### src/rtl/core/abbreviation_optimal_parse_unit_assert.svh
// Assertion macros shared by the parse unit RTL.
// AOP_ASSERT checks a property on every clock edge outside reset.
// AOP_ASSERT_NEXT checks that cons holds in the cycle after ante.
`ifndef ABBREVIATION_OPTIMAL_PARSE_UNIT_ASSERT_SVH
`define ABBREVIATION_OPTIMAL_PARSE_UNIT_ASSERT_SVH

`ifndef SYNTHESIS
`define AOP_ASSERT(lbl, prop) \
  lbl: assert property (@(posedge clk_i) disable iff (!rst_ni) prop) \
    else $error("aop: assertion failed");
`define AOP_ASSERT_NEXT(lbl, ante, cons) \
  lbl: assert property (@(posedge clk_i) disable iff (!rst_ni) (ante) |=> (cons)) \
    else $error("aop: assertion failed");
`else
`define AOP_ASSERT(lbl, prop)
`define AOP_ASSERT_NEXT(lbl, ante, cons)
`endif

`endif

### src/rtl/core/aop_pkg.sv
package aop_pkg;

  localparam int unsigned NUM_ABBREVS    = 96;
  localparam logic [3:0]  REF_COST_RESET = 4'd2;
  // ceil(2^19 / 3): x / 3 == (x * DIV3_MAGIC) >> 19 for x < 2^19
  localparam logic [17:0] DIV3_MAGIC     = 18'h2AAAB;

  // request kinds on the func field
  localparam logic FUNC_CHAR = 1'b0;
  localparam logic FUNC_CAND = 1'b1;

  typedef struct packed {
    logic       func;
    logic [3:0] glyph_cost;
    logic [6:0] abbrev_id;
    logic [6:0] abbrev_length;
    logic [7:0] abbrev_weight;
    logic       first_of_line;
    logic       last_of_position;
    logic       last_of_line;
    logic [3:0] rounding_unit;
  } in_req_t;

  typedef struct packed {
    logic [15:0] position_cost;
    logic        picked_valid;
    logic [6:0]  picked_id;
    logic        line_done;
    logic [3:0]  rounding_cost;
    logic [15:0] line_bytes;
  } out_req_t;

  typedef struct packed {
    logic [3:0]  rounding_cost;
    logic [15:0] line_bytes;
  } line_res_t;

  typedef enum logic [1:0] {
    ST_IDLE,
    ST_EVAL,
    ST_LINE,
    ST_EMIT
  } parse_state_e;

  typedef enum logic [2:0] {
    DV_IDLE,
    DV_RUN,
    DV_SUM,
    DV_MUL,
    DV_DONE
  } div_state_e;

  function automatic logic [15:0] sat_add(logic [15:0] a, logic [3:0] b);
    logic [16:0] s;
    s = {1'b0, a} + {13'd0, b};
    return s[16] ? 16'hFFFF : s[15:0];
  endfunction

endpackage

### src/rtl/core/aop_window.sv
`include "abbreviation_optimal_parse_unit_assert.svh"

module aop_window #(
  parameter int unsigned DEPTH = 64
) (
  input  logic                     clk_i,
  input  logic                     rst_ni,
  input  logic                     clr_i,
  input  logic                     rd_en_i,
  input  logic [$clog2(DEPTH)-1:0] rd_k_i,
  input  logic                     push_i,
  input  logic [15:0]              push_data_i,
  output logic [15:0]              rd_data_o
);

  localparam int unsigned AW = $clog2(DEPTH);
  localparam int unsigned IW = AW + 1;
  localparam int unsigned FW = $clog2(DEPTH + 1);

  // circular buffer: entry k back from the newest sits at ptr - 1 - k
  logic [15:0]   mem_q [DEPTH];
  logic [15:0]   rd_q;
  logic [AW-1:0] ptr_q, ptr_d;
  logic [FW-1:0] fill_q, fill_d;
  logic          hit_q, hit_d;
  logic [IW-1:0] idx_sum;
  logic [AW-1:0] rd_idx;

  always_comb begin
    idx_sum = IW'(ptr_q) + IW'(DEPTH - 1) - IW'(rd_k_i);
    rd_idx  = (idx_sum >= IW'(DEPTH)) ? AW'(idx_sum - IW'(DEPTH)) : AW'(idx_sum);
  end

  always_comb begin
    ptr_d  = ptr_q;
    fill_d = fill_q;
    hit_d  = hit_q;
    if (clr_i) begin
      fill_d = '0;
    end
    if (rd_en_i) begin
      // entries beyond the fill count belong past the line end: cost zero
      hit_d = !clr_i && (FW'(rd_k_i) < fill_q);
    end
    if (push_i) begin
      ptr_d = (ptr_q == AW'(DEPTH - 1)) ? '0 : ptr_q + AW'(1);
      if (fill_q != FW'(DEPTH)) begin
        fill_d = fill_q + FW'(1);
      end
    end
  end

  always_ff @(posedge clk_i or negedge rst_ni) begin
    if (!rst_ni) begin
      ptr_q  <= '0;
      fill_q <= '0;
      hit_q  <= 1'b0;
    end else begin
      ptr_q  <= ptr_d;
      fill_q <= fill_d;
      hit_q  <= hit_d;
    end
  end

  always_ff @(posedge clk_i) begin
    if (push_i) begin
      mem_q[ptr_q] <= push_data_i;
    end
    if (rd_en_i) begin
      rd_q <= mem_q[rd_idx];
    end
  end

  assign rd_data_o = hit_q ? rd_q : 16'd0;

  `AOP_ASSERT(a_no_push_on_read, !(push_i && rd_en_i))
  `AOP_ASSERT(a_fill_bound, fill_q <= FW'(DEPTH))
  `AOP_ASSERT_NEXT(a_push_moves_ptr, push_i, ptr_q != $past(ptr_q))

endmodule

### src/rtl/core/aop_line_div.sv
module aop_line_div (
  input  logic              clk_i,
  input  logic              rst_ni,
  input  logic              start_i,
  input  logic [15:0]       cost_i,
  input  logic [3:0]        unit_i,
  output logic              done_o,
  output aop_pkg::line_res_t res_o
);

  aop_pkg::div_state_e state_q, state_d;

  logic [15:0] cost_q;
  logic [15:0] dvd_q;
  logic [3:0]  unit_q;
  logic [3:0]  rem_q, rem_d;
  logic [3:0]  cnt_q;
  logic [3:0]  rnd_q, rnd_d;
  logic [17:0] n_q;
  logic [15:0] bytes_q;
  logic [4:0]  trial;
  logic [35:0] prod;

  // restoring remainder, one dividend bit per cycle
  always_comb begin
    trial = {rem_q, dvd_q[15]};
    rem_d = (trial >= {1'b0, unit_q}) ? 4'(trial - {1'b0, unit_q}) : trial[3:0];
    rnd_d = (unit_q == 4'd0 || rem_q == 4'd0) ? 4'd0 : unit_q - rem_q;
    prod  = 36'(n_q) * 36'(aop_pkg::DIV3_MAGIC);
  end

  always_comb begin
    state_d = state_q;
    case (state_q)
      aop_pkg::DV_IDLE: if (start_i) state_d = aop_pkg::DV_RUN;
      aop_pkg::DV_RUN:  if (cnt_q == 4'd0) state_d = aop_pkg::DV_SUM;
      aop_pkg::DV_SUM:  state_d = aop_pkg::DV_MUL;
      aop_pkg::DV_MUL:  state_d = aop_pkg::DV_DONE;
      aop_pkg::DV_DONE: state_d = aop_pkg::DV_IDLE;
      default:          state_d = aop_pkg::DV_IDLE;
    endcase
  end

  always_comb begin
    done_o = (state_q == aop_pkg::DV_DONE);
  end

  always_ff @(posedge clk_i or negedge rst_ni) begin
    if (!rst_ni) begin
      state_q <= aop_pkg::DV_IDLE;
    end else begin
      state_q <= state_d;
    end
  end

  always_ff @(posedge clk_i) begin
    case (state_q)
      aop_pkg::DV_IDLE: begin
        if (start_i) begin
          cost_q <= cost_i;
          dvd_q  <= cost_i;
          unit_q <= unit_i;
          rem_q  <= 4'd0;
          cnt_q  <= 4'd15;
        end
      end
      aop_pkg::DV_RUN: begin
        rem_q <= rem_d;
        dvd_q <= {dvd_q[14:0], 1'b0};
        cnt_q <= cnt_q - 4'd1;
      end
      aop_pkg::DV_SUM: begin
        rnd_q <= rnd_d;
        n_q   <= {({1'b0, cost_q} + {13'd0, rnd_d}), 1'b0};
      end
      aop_pkg::DV_MUL: begin
        bytes_q <= prod[34:19];
      end
      default: begin
      end
    endcase
  end

  assign res_o.rounding_cost = rnd_q;
  assign res_o.line_bytes    = bytes_q;

endmodule

### src/rtl/core/abbreviation_optimal_parse_unit.sv
// Optimal-parse cost engine for one text line, walked from the last position
// down to position zero. Input requests come on in_valid_i/in_ready_o: one
// character request opens each position, zero or more candidate requests
// follow, and the request flagged last_of_position closes the position and
// yields one output request on out_valid_o/out_ready_i.
// cfg_we_i/cfg_wdata_i write the abbreviation reference cost (reset value 2).
// Flow: a request is accepted in ST_IDLE, where the window memory read
// starts, and is evaluated in ST_EVAL before the next one is taken. A
// closing request also passes ST_EMIT; one of position zero first waits in
// ST_LINE while the line remainder by the rounding unit runs one bit per
// cycle, then for the padded sum and the multiply by 1/3.
// Costs of later positions live in a circular buffer memory of
// MAX_ABBREV_LEN entries with a fill count; a line start resets the fill
// count, so no clearing pass is needed after reset or between lines.
// Reset clears all control state and the current position's cost and pick.
// A stalled receiver holds the output register; the next request is still
// taken and evaluated, and the unit waits only when it has a new result
// and the output register is still full.
`include "abbreviation_optimal_parse_unit_assert.svh"

module abbreviation_optimal_parse_unit #(
  parameter int unsigned MAX_ABBREV_LEN = 64
) (
  input  logic              clk_i,
  input  logic              rst_ni,
  input  logic              cfg_we_i,
  input  logic [3:0]        cfg_wdata_i,
  input  logic              in_valid_i,
  output logic              in_ready_o,
  input  aop_pkg::in_req_t  in_req_i,
  output logic              out_valid_o,
  input  logic              out_ready_i,
  output aop_pkg::out_req_t out_req_o
);

  localparam int unsigned AW = $clog2(MAX_ABBREV_LEN);

  aop_pkg::parse_state_e state_q, state_d;
  aop_pkg::in_req_t      item_q;
  aop_pkg::out_req_t     out_q, out_d;
  aop_pkg::line_res_t    line_res;

  logic [3:0]    ref_cost_q;
  logic [15:0]   cur_cost_q, cur_cost_d;
  logic [6:0]    cur_pick_q, cur_pick_d;
  logic          pick_valid_q, pick_valid_d;
  logic [7:0]    pick_weight_q, pick_weight_d;
  logic          out_valid_q;

  logic          accept;
  logic          win_rd_en;
  logic          win_clr;
  logic [AW-1:0] win_k;
  logic [7:0]    len_m1;
  logic [15:0]   win_data;
  logic          emit;
  logic          out_free;
  logic          div_start;
  logic          div_done;
  logic          cand_ok;
  logic [15:0]   cand_cost;
  logic          cand_wins;

  assign accept   = in_valid_i && in_ready_o;
  assign out_free = !out_valid_q || out_ready_i;

  // window read address: character requests need the next position,
  // candidates the position abbrev_length further on
  always_comb begin
    len_m1  = {1'b0, in_req_i.abbrev_length} - 8'd1;
    win_k   = (in_req_i.func == aop_pkg::FUNC_CAND) ? AW'(len_m1) : '0;
    win_clr = accept && (in_req_i.func == aop_pkg::FUNC_CHAR) && in_req_i.first_of_line;
  end

  aop_window #(
    .DEPTH (MAX_ABBREV_LEN)
  ) u_window (
    .clk_i       (clk_i),
    .rst_ni      (rst_ni),
    .clr_i       (win_clr),
    .rd_en_i     (win_rd_en),
    .rd_k_i      (win_k),
    .push_i      (emit),
    .push_data_i (cur_cost_q),
    .rd_data_o   (win_data)
  );

  aop_line_div u_line_div (
    .clk_i   (clk_i),
    .rst_ni  (rst_ni),
    .start_i (div_start),
    .cost_i  (cur_cost_d),
    .unit_i  (item_q.rounding_unit),
    .done_o  (div_done),
    .res_o   (line_res)
  );

  // candidate check and compare; ties only displace an earlier abbreviation of no greater weight
  always_comb begin
    cand_ok   = (item_q.abbrev_length != 7'd0) &&
                (int'(item_q.abbrev_length) <= int'(MAX_ABBREV_LEN)) &&
                (int'(item_q.abbrev_id) < int'(aop_pkg::NUM_ABBREVS));
    cand_cost = aop_pkg::sat_add(win_data, ref_cost_q);
    cand_wins = (cand_cost < cur_cost_q) ||
                (pick_valid_q && cand_cost == cur_cost_q &&
                 item_q.abbrev_weight >= pick_weight_q);
  end

  always_comb begin
    cur_cost_d    = cur_cost_q;
    cur_pick_d    = cur_pick_q;
    pick_valid_d  = pick_valid_q;
    pick_weight_d = pick_weight_q;
    if (state_q == aop_pkg::ST_EVAL) begin
      if (item_q.func == aop_pkg::FUNC_CHAR) begin
        cur_cost_d    = aop_pkg::sat_add(win_data, item_q.glyph_cost);
        cur_pick_d    = 7'd0;
        pick_valid_d  = 1'b0;
        pick_weight_d = 8'd0;
      end else if (cand_ok && cand_wins) begin
        cur_cost_d    = cand_cost;
        cur_pick_d    = item_q.abbrev_id;
        pick_valid_d  = 1'b1;
        pick_weight_d = item_q.abbrev_weight;
      end
    end
  end

  // next state
  always_comb begin
    state_d = state_q;
    case (state_q)
      aop_pkg::ST_IDLE: begin
        if (in_valid_i) state_d = aop_pkg::ST_EVAL;
      end
      aop_pkg::ST_EVAL: begin
        if (!item_q.last_of_position) begin
          state_d = aop_pkg::ST_IDLE;
        end else if (item_q.last_of_line) begin
          state_d = aop_pkg::ST_LINE;
        end else begin
          state_d = aop_pkg::ST_EMIT;
        end
      end
      aop_pkg::ST_LINE: begin
        if (div_done) state_d = aop_pkg::ST_EMIT;
      end
      aop_pkg::ST_EMIT: begin
        if (out_free) state_d = aop_pkg::ST_IDLE;
      end
      default: state_d = aop_pkg::ST_IDLE;
    endcase
  end

  // control outputs
  always_comb begin
    in_ready_o = (state_q == aop_pkg::ST_IDLE);
    win_rd_en  = (state_q == aop_pkg::ST_IDLE) && in_valid_i;
    div_start  = (state_q == aop_pkg::ST_EVAL) && item_q.last_of_position &&
                 item_q.last_of_line;
    emit       = (state_q == aop_pkg::ST_EMIT) && out_free;
  end

  always_comb begin
    out_d.position_cost = cur_cost_q;
    out_d.picked_valid  = pick_valid_q;
    out_d.picked_id     = pick_valid_q ? cur_pick_q : 7'd0;
    out_d.line_done     = item_q.last_of_line;
    out_d.rounding_cost = item_q.last_of_line ? line_res.rounding_cost : 4'd0;
    out_d.line_bytes    = item_q.last_of_line ? line_res.line_bytes : 16'd0;
  end

  always_ff @(posedge clk_i or negedge rst_ni) begin
    if (!rst_ni) begin
      state_q       <= aop_pkg::ST_IDLE;
      ref_cost_q    <= aop_pkg::REF_COST_RESET;
      cur_cost_q    <= 16'd0;
      cur_pick_q    <= 7'd0;
      pick_valid_q  <= 1'b0;
      pick_weight_q <= 8'd0;
      out_valid_q   <= 1'b0;
    end else begin
      state_q       <= state_d;
      cur_cost_q    <= cur_cost_d;
      cur_pick_q    <= cur_pick_d;
      pick_valid_q  <= pick_valid_d;
      pick_weight_q <= pick_weight_d;
      if (cfg_we_i) begin
        ref_cost_q <= cfg_wdata_i;
      end
      if (emit) begin
        out_valid_q <= 1'b1;
      end else if (out_ready_i) begin
        out_valid_q <= 1'b0;
      end
    end
  end

  always_ff @(posedge clk_i) begin
    if (accept) begin
      item_q <= in_req_i;
    end
    if (emit) begin
      out_q <= out_d;
    end
  end

  assign out_valid_o = out_valid_q;
  assign out_req_o   = out_q;

  `AOP_ASSERT(a_pick_needs_valid, (cur_pick_q != 7'd0) |-> pick_valid_q)
  `AOP_ASSERT(a_div_done_in_line, div_done |-> (state_q == aop_pkg::ST_LINE))
  `AOP_ASSERT_NEXT(a_accept_to_eval, accept, state_q == aop_pkg::ST_EVAL)

endmodule

### config.mk
export PLATFORM = sky130hd
export DESIGN_NAME = abbreviation_optimal_parse_unit
export DESIGN_NICKNAME = d
export VERILOG_FILES = /design/src/rtl/core/aop_pkg.sv /design/src/rtl/core/aop_window.sv /design/src/rtl/core/aop_line_div.sv /design/src/rtl/core/abbreviation_optimal_parse_unit.sv
export VERILOG_INCLUDE_DIRS = /design/src /design/src/rtl/core
export SDC_FILE = /design/constraint.sdc
export NUM_CORES = 1
export LEC_CHECK = 0
export ABC_CLOCK_PERIOD_IN_PS = 7000
export BUFFER_PORTS_ARGS = -buffer_cell sky130_fd_sc_hd__buf_2
export CAP_MARGIN = 20
export CORE_ASPECT_RATIO = 1.4
export CORE_MARGIN = 3
export CORE_UTILIZATION = 55
export CTS_CLUSTER_SIZE = 10
export DETAILED_ROUTE_END_ITERATION = 7
export PLACE_DENSITY = 0.71
export SYNTH_ARGS = -nofsm -noshare
export SYNTH_HDL_FRONTEND = slang
export SYNTH_HIERARCHICAL = 1
export SYNTH_SLANG_ARGS = --single-unit
export TNS_END_PERCENT = 1
### constraint.sdc
create_clock -name clk_i -period 7 [get_ports clk_i]
set_clock_uncertainty 0.05 [all_clocks]
set_input_delay 1.4 -clock clk_i [delete_from_list [all_inputs] [get_ports clk_i]]
set_output_delay 1.4 -clock clk_i [all_outputs]
set_load 0.02 [all_outputs]
-- Word-level counts from Yosys, hierarchy flattened
Memory sizes are Yosys's and may differ from the RTL's. A register that Yosys moved wholly into a read port is not among the register bits.
Index checks and enable logic that the tools add are counted.
- order comparisons: 7
- add/sub/neg operators: 12
- mux-type cells: 39
- reductions and logical operators: 30
- $mul: 1
- equal/unequal tests: 16
- bitwise operators: 1
- operators by type and width (operator ; number):
    $mux 16 ; 7
    $add 16x4->17 ; 3
    $mux 7 ; 5
    $mul 17x18->34 const B ; 1
    $pmux 16 s2 ; 1
    $mux 6 ; 3
    $eq 16x16->1 ; 1
    $lt 16x16->1 ; 1
    $mux 4 ; 4
    $mux 8 ; 2
    $pmux 4 s2 ; 2
    $logic_and 1x1->1 ; 12
    $logic_not 4->1 ; 3
    $pmux 3 s4 ; 1
    $sub 6x1->6 const B ; 2
    $ge 8x8->1 ; 1
    $mux 2 ; 4
    $ne 2x2->1 const B ; 4
    $pmux 2 s4 ; 1
    $reduce_and 2->1 ; 4
    $sub 4x4->4 ; 2
    $add 6x6->7 const B ; 1
    $add 7x1->7 const B ; 1
    $ge 7x7->1 const B ; 1
    other kinds (25) ; 39
- logic and storage cells: 140
- bits in writable memories: 1024
- register bits: 215
- memories: 1
- output and inout port bits: 47
- input bits: 43
- memories (name ; words ; width ; rd ports ; clocked after memory_dff ; wr ports ; RTL line ; text):
    u_window.mem_q ; 64 ; 16 ; 1 ; 1 ; 1 ; aop_window.sv:21 ; logic [15:0] mem_q [DEPTH];

-- Logic depth before layout (Yosys ltp)
Gate-level depths: netlist (run 1).
- depth in word-level cells: 13
- mapped depth: 21
- mapped depth without buffers: 20

-- Cells and area by module
The synthesis (run 1) kept the hierarchy.
- by module, submodules not included (module ; cells each ; sequential area each (µm²) ; area an instance (µm²) ; instances):
    aop_window ; 1708 ; 31580.3 ; 40856.7 ; 1
    aop_line_div ; 783 ; 2507.4 ; 8296.7 ; 1
    abbreviation_optimal_parse_unit ; 524 ; 3319.4 ; 5960.7 ; 1

-- Least setup slack after synthesis (run 1)
OpenSTA, ideal clock, no wires.
- path type: input-to-reg
- from: input port out_ready_i
- to: memory u_window.mem_q[44][0], enable pin
- setup slack: 1.234 ns
- stages on the path: 6
- library setup time: 0.409 ns
- data arrival time: 5.307 ns
- data required time: 6.541 ns
- path buffers: 1
- cells stage by stage: nor2b_1 > nor2_1 > and2_1 > clkbuf_1 > nand2_1 > nor3_1
- word-level cells in the longest chain between the ends: 4
- RTL lines (item ; RTL line ; text):
    start: declaration ; abbreviation_optimal_parse_unit.sv:32 ; input logic out_ready_i,
    $logic_or 1x1->1 ; abbreviation_optimal_parse_unit.sv:65 ; assign out_free = !out_valid_q || out_ready_i;
    $logic_and 1x1->1 ; abbreviation_optimal_parse_unit.sv:161 ; emit = (state_q == aop_pkg::ST_EMIT) && out_free;
    via emit ; abbreviation_optimal_parse_unit.sv:56 ; logic emit;
    $mux 1 ; aop_window.sv:66 ; if (push_i) begin
    $mux 1 (implied by the code) ; aop_window.sv:67 ; mem_q[ptr_q] <= push_data_i;
    end: declaration ; aop_window.sv:21 ;
The timed path passes the listed nets, and every way through them passes these cells.

-- Worst setup path in the final report (run 1)
- from: register u_line_div.n_q[5]
- to: register u_line_div.bytes_q[12] (data pin)
- word-level cells in the longest chain between the ends: 1
- RTL lines (item ; RTL line ; text):
    start: declaration ; aop_line_div.sv:19 ; logic [17:0] n_q;
    start signal: assignment ; aop_line_div.sv:74 ; n_q <= {({1'b0, cost_q} + {13'd0, rnd_d}), 1'b0};
    $mul 17x18->34 ; aop_line_div.sv:29 ; prod = 36'(n_q) * 36'(aop_pkg::DIV3_MAGIC);
    via u_line_div.prod[31] ; aop_line_div.sv:22 ; logic [35:0] prod;
    end signal: assignment ; aop_line_div.sv:77 ; bytes_q <= prod[34:19];
    end: declaration ; aop_line_div.sv:20 ; logic [15:0] bytes_q;
The timed path passes the listed nets, and every way through them passes these cells.
A chain may end at the register's enable or synchronous reset.

==> results of run 1 <==
cell usage after synthesis, drive strengths merged (3+ instances only):
cell and count:
and3b 3, nand2 155, o31ai 6, nor2 116, xor2 27, a211oi 9
buf 53, o22ai 17, xnor2 37, o21a 4, dfrtp 55, a41oi 4
nand3 44, nand4 15, mux2i 50, a21o 26, nor3b 7, o21ai 42
nand2b 10, nor4 5, ha 175, fa 88, or4 3, mux2 6
nor3 18, inv 211, a21oi 84, o211ai 21, edfxtp 1199, or3 3
mux4 321, nor4b 3, and3 12, clkbuf 62, o21bai 5, nor2b 16
and2 53, a31oi 13, nand3b 3
registers in the layout, summed over array words and instances, names as in the netlist, 16 cells and up, named ones only:
register            flops
item_q                 33
u_window/mem_q       1024
u_line_div/cost_q      16
out_req_o              45
u_line_div/dvd_q       16
u_line_div/n_q         17
u_window/rd_q          16
cur_cost_q             16
u_line_div/bytes_q     16
per-layer routing:
| layer | global-route usage | up-vias | wire length [µm] |
|---|---|---|---|
| met1 | 0.310 | 14900 | 47000 |
| met4 | 0.102 | 2 | 5080 |
| li1 | - | 12200 | - |
| met5 | 0 | - | 13 |
| met3 | 0.0393 | 227 | 6440 |
| met2 | 0.446 | 932 | 69300 |
per-stage QoR:
step / utilization / setup WS (ns) / hold slack [ns] / std cells
after floorplan: - / 1.23 / 0.350 / 3015
after CTS: 0.624 / 0.906 / 0.393 / 4596
after detailed placement: 0.584 / 0.887 / 0.364 / 4403
final: 0.624 / 0.922 / 0.385 / 4597
after global routing: 0.624 / 0.651 / 0.393 / 4597
after global placement: 0.583 / 0.991 / 0.376 / 4401
critical path: cells and delay by family, from the launching register on:
| kind | cells | cell delay [ns] |
|---|---|---|
| flops | 1 | 0.45 |
| buf+inv | 4 | 0.31 |
| xor+xnor | 1 | 0.09 |
| fa+ha+maj | 7 | 3.46 |
| compound gates | 3 | 0.71 |
| simple gates | 2 | 0.75 |
report_power, final:
part	leakage [nW]	internal [mW]	switching, mW	total, mW
combinational	8.15	4.50	6.42	10.9
sequential	11.6	9.58	0.240	9.82
clock	1.92	3.73	2.82	6.54
total	21.7	17.8	9.47	27.3
cells by family after synthesis:
logic type               share of synthesized area
buffers and inverters                       0.0249
flip-flops                                   0.679
AND/OR/NAND/NOR                             0.0422
XOR/XNOR                                    0.0104
AO/OA/AOI/OAI                               0.0306
multiplexers                                 0.141
adder cells (fa/ha/maj)                     0.0717
worst max-delay path by stage:
stage	startpoint	depth (start not counted)	end
after floorplan	out_ready_i	6	u_window/mem_q[44][0]
after global placement	u_line_div/n_q[5]	17	u_line_div/bytes_q[12]
after detailed placement	u_line_div/n_q[5]	17	u_line_div/bytes_q[12]
after CTS	u_line_div/n_q[5]	17	u_line_div/bytes_q[12]
after global routing	u_line_div/n_q[5]	17	u_line_div/bytes_q[12]
final	u_line_div/n_q[5]	17	u_line_div/bytes_q[12]
layout make-up:
class	count	area [µm²]
tap	1311	1640
timing repair buffer	193	1380
clock inverter	15	256
sequential	1255	37400
inverter	211	792
clock buffer	178	3710
fill	6873	37200
multi-input combinational	1434	16500
==> summary.txt, run 1 <==
Global route
  – Total track usage: 0.252
  – Largest net degree at the start of global routing: 73
  – Number of antenna violations at the first check in global routing: 1
  – Vias in the first global route: 30000
  – GRT overflow: 0
  – First-pass GRT wire length: 193000 µm

Cells and area
  – Final net count: 3544
  – Share of cells above drive strength 1: 0.228
  – Commonest non-fill, non-tap cells in the layout: edfxtp_1, mux4_2, inv_1
  – ANT cells: 0
  – Area Overhead vs Synth: 11.9%
  – Design Area, Final: 61700 µm²
  – Commonest non-fill, non-tap cell in the layout: edfxtp_1

Routing
  – Via-to-Cell Ratio: 6.16
  – Total Wirelength: 128000 µm
  – Final ANT Viol Nets: 0
  – WL/cell: 27.8 µm
  – Starting DRT DRC Count: 2766
  – TritonRoute pass-1 iters: 5
  – Vias: 28300
  – DRC Markers: 0

Logic synthesis
  – Post-Syn Nets: 3321
  – Number of synthesized register bits: 1255
  – Number of synthesis warnings: 6
  – Post-synth EDFFs: 1199
  – Syn_area_per_cell: 18.3 µm²
  – Area leader, netlist: edfxtp_1
  – Synth Instances: 3015
  – Seq/Total Area, Yosys: 0.679
  – Primary FF master, synth: edfxtp_1
  – Area contributors post-synth: edfxtp_1, mux4_2, ha_1, fa_1, dfrtp_1
  – Synth async-reset ratio: 0.0446
  – Post-synth top area share: 0.653
  – Synth cell types: 84
  – Synthesized area: 55100 µm²

Place
  – IO Port Bufs: 89
  – DP Area: 57700 µm²
  – Final GP Congestion: 0.910
  – Final HPWL DP: 81200 µm

Setup path
  – Worst Path Required: 7.44 ns
  – CP max stage cell: fa_1
  – Crit-path max FO: 6
  – Reg2reg end: u_line_div/bytes_q[12]
  – Critical path arrival: 6.52 ns
  – Crit path cell chain: ha_1 -> inv_1 -> fa_1 -> fa_1 -> inv_1 -> fa_1 -> fa_1 -> inv_1 -> fa_1 -> inv_1 -> ha_1 -> nand4_2 -> or4_4 -> o211ai_2 -> a41oi_2 -> a31oi_1 -> xor2_1
  – RR Startpoint: u_line_div/n_q[5]
  – CP Capture Type: register
  – CP max stage delay: 0.64 ns
  – R2R setup slack: 0.92 ns
  – CP Class: reg -> reg
  – Reg2Reg Depth: 17
  – Crit path top cell by count: fa_1
  – Startpoint Class: register

STA
  – RSZ-0062 raised after global routing: false
  – Final hold vios: 0
  – Worst-Margin Slew: 1.09 ns
  – Final setup fails: 0
  – Max Freq: 0.165 GHz
  – Minimum clock period after layout: 6.08 ns
  – Final-report max-slew violation count: 0
  – Final TNS setup: 0 ns
  – Worst rel slew slack: 0.271
  – Final period utilization: 0.868

Clock tree
  – Hold_buf cts: 0
  – Root Buffer: clkbuf_16
  – Resize count post-CTS: 0
  – Clock latency on the worst-skew pair: 0.76 ns
  – H-tree levels: 4
  – Setup Fix Bufs, Post-CTS: 0
  – Clock buffer depth: 3
  – CTS tree: yes
  – CTS clk-pin slew, worst paths: 0.06 ns
  – Clock buffer count from CTS: 143
  – Clock sink total: 1255

Die
  – Starting Density: 0.557
  – # IOs: 90
  – Area of the core: 98900 µm²
  – Die ar.: 104000 µm²
  – Die Width: 274 µm
  – Die Y: 381 µm
  – Cell Rows: 136

Run status
  – Outcome: finished, final reports clean

Min path
  – Launch point of the worst hold path: item_q[3]
  – Hold depth: 0
  – Hold EP: u_line_div/unit_q[3]
  – Hold WC Path Type: reg -> reg

Power and ir drop
  – Maximum vdd ir drop: 0.433 mV
  – PnR Total Power: 27.3 mW
  – Static Leak: 21.7 nW
  – Power per cell area: 442 nW/µm²

Job
  – Max Cap Violations: 0
No activity file was read; power rests on OpenSTA's default activity.
==> run 2: changes to the inputs <==
Settings changed: CELL_PAD_IN_SITES_DETAIL_PLACEMENT from default to 2, CELL_PAD_IN_SITES_GLOBAL_PLACEMENT from default to 2, CORE_UTILIZATION 55 to 49, HOLD_SLACK_MARGIN from default to 0.12, PLACE_DENSITY 0.71 to default, PLACE_DENSITY_LB_ADDON from default to 0.1.
==> summary.txt, run 2 (same netlist as run 1, synthesis figures left out) <==
Run status
  – Outcome: finished, final reports clean

Cells and area
  – Final net count: 3556
  – Largest Register: u_window/mem_q
  – Area Overhead vs Synth: 12.7%
  – Max reg flops: 1024
  – ANT cells: 0
  – Commonest non-fill, non-tap cells in the layout: edfxtp_1, mux4_2, inv_1
  – Non-Filler Instances: 4759
  – Share of cells above drive strength 1: 0.231
  – Commonest non-fill, non-tap cell in the layout: edfxtp_1

Power and ir drop
  – PnR Total Power: 28.8 mW
  – Static Leak: 21.8 nW
  – Power per cell area: 464 nW/µm²
  – Maximum vdd ir drop: 0.500 mV

Setup path
  – Crit-path max FO: 6
  – Worst Path Required: 7.49 ns
  – Reg2reg end: u_line_div/bytes_q[12]
  – Critical path arrival: 6.73 ns
  – CP Capture Type: register
  – Crit. Startpoint: u_line_div/n_q[5]
  – R2R setup slack: 0.76 ns
  – Reg2Reg Depth: 17
  – CP Class: reg -> reg
  – Startpoint Class: register
  – RR Startpoint: u_line_div/n_q[5]

Clock tree
  – Root Buffer: clkbuf_16
  – Clock sink total: 1255
  – CTS clk-pin slew, worst paths: 0.06 ns
  – Clock buffer count from CTS: 145
  – H-tree levels: 4
  – CTS tree: yes
  – Clock buffer depth: 3
  – Clock latency on the worst-skew pair: 0.80 ns
  – Setup Fix Bufs, Post-CTS: 0
  – Hold_buf cts: 0
  – Resize count post-CTS: 0

STA
  – Minimum clock period after layout: 6.24 ns
  – Final-report max-slew violation count: 0
  – Final setup fails: 0
  – Max Freq: 0.160 GHz
  – Worst rel slew slack: 0.228
  – Final hold vios: 0
  – Worst hold slack: 0.374 ns
  – Final period utilization: 0.891
  – Final TNS setup: 0 ns
  – RSZ-0062 raised after global routing: false
  – Worst-Margin Slew: 1.15 ns

Routing
  – Via-to-Cell Ratio: 6.32
  – Met3 routed WL: 9110 µm
  – Vias: 30100
  – Met1 Wirelength: 62600 µm
  – Final ANT Viol Nets: 0
  – TritonRoute pass-1 iters: 5
  – DRC Markers: 0
  – Top routing layer used: met4
  – Total Wirelength: 174000 µm
  – WL/cell: 36.5 µm
  – Wire length on met2: 94200 µm
  – Starting DRT DRC Count: 2906

Min path
  – Launch point of the worst hold path: item_q[2]
  – Hold EP: u_line_div/unit_q[2]
  – Hold WC Path Type: reg -> reg
  – Hold depth: 0

Global route
  – Total track usage: 0.298
  – Largest net degree at the start of global routing: 69
  – GRT overflow: 0
  – Number of antenna violations at the first check in global routing: 0
  – Vias in the first global route: 33400
  – First-pass GRT wire length: 247000 µm

Die
  – Area of the core: 111000 µm²
  – Die Width: 289 µm
  – Cell Rows: 144
  – # IOs: 90
  – Die Y: 403 µm
  – Starting Density: 0.497
  – Die ar.: 117000 µm²

Place
  – Placed Cells: 4556
  – IO Port Bufs: 89
  – Final GP Congestion: 0.842
  – Final HPWL DP: 105000 µm

Job
  – Max Cap Violations: 0
## run 2: cell types whose count changed in the layout (fill, tap and decap cells not counted), sizes merged
cell / change
buf: +10
clkinv: +10
inv: -5
clkbuf: -4
bufinv: +1
clkinvlp: +1
## run 2: report_power, final
part | switching, mW | total, mW | internal (mW) | leakage, nW
clock | 3.15 | 6.98 | 3.83 | 1.97
sequential | 0.274 | 9.85 | 9.58 | 11.6
combinational | 7.44 | 12.0 | 4.53 | 8.22
## run 2: how the worst max path moves through the flow
stage                             endpoint  slack, ns  cells past startpoint
floorplan            u_window/mem_q[44][0]       1.23                      6
global placement     u_line_div/bytes_q[6]       0.96                     18
detailed placement  u_line_div/bytes_q[12]       0.69                     17
CTS                 u_line_div/bytes_q[12]       0.72                     17
global route        u_line_div/bytes_q[12]       0.52                     17
finish              u_line_div/bytes_q[12]       0.76                     17
## run 2: layout make-up
| type | count | area, µm² |
|---|---|---|
| well taps | 1460 | 1830 |
| inverters | 211 | 792 |
| flip-flops and latches | 1255 | 37400 |
| clock buffers | 174 | 3760 |
| clock inverters | 22 | 303 |
| repair buffers | 203 | 1520 |
| multi-input cells | 1434 | 16500 |
| fillers | 9385 | 48700 |
## run 2: critical path: stages (launching register included)
cell and delay [ns]:
edfxtp_1 0.48, ha_1 0.35, inv_1 0.15, fa_1 0.52, fa_1 0.63, inv_1 0.08, fa_1 0.47, fa_1 0.55
inv_1 0.06, fa_1 0.56, inv_1 0.07, ha_1 0.41, nand4_2 0.21, or4_4 0.55, o211ai_2 0.29, a41oi_2 0.24
a31oi_1 0.25, xor2_1 0.08
## run 2: metal layers
metal	up-vias	GRT usage
met5	-	0
met4	0	0.122
met3	316	0.0410
met2	1192	0.538
met1	16300	0.356
li1	12300	-
## run 2: metrics by stage
stage	utilization	setup slack, ns	cell area [µm²]
finish	0.560	0.760	62100
global route	0.560	0.522	62100
CTS	0.559	0.716	62000
detailed placement	0.523	0.692	57900
global placement	0.522	0.960	57900
floorplan	-	1.23	55100
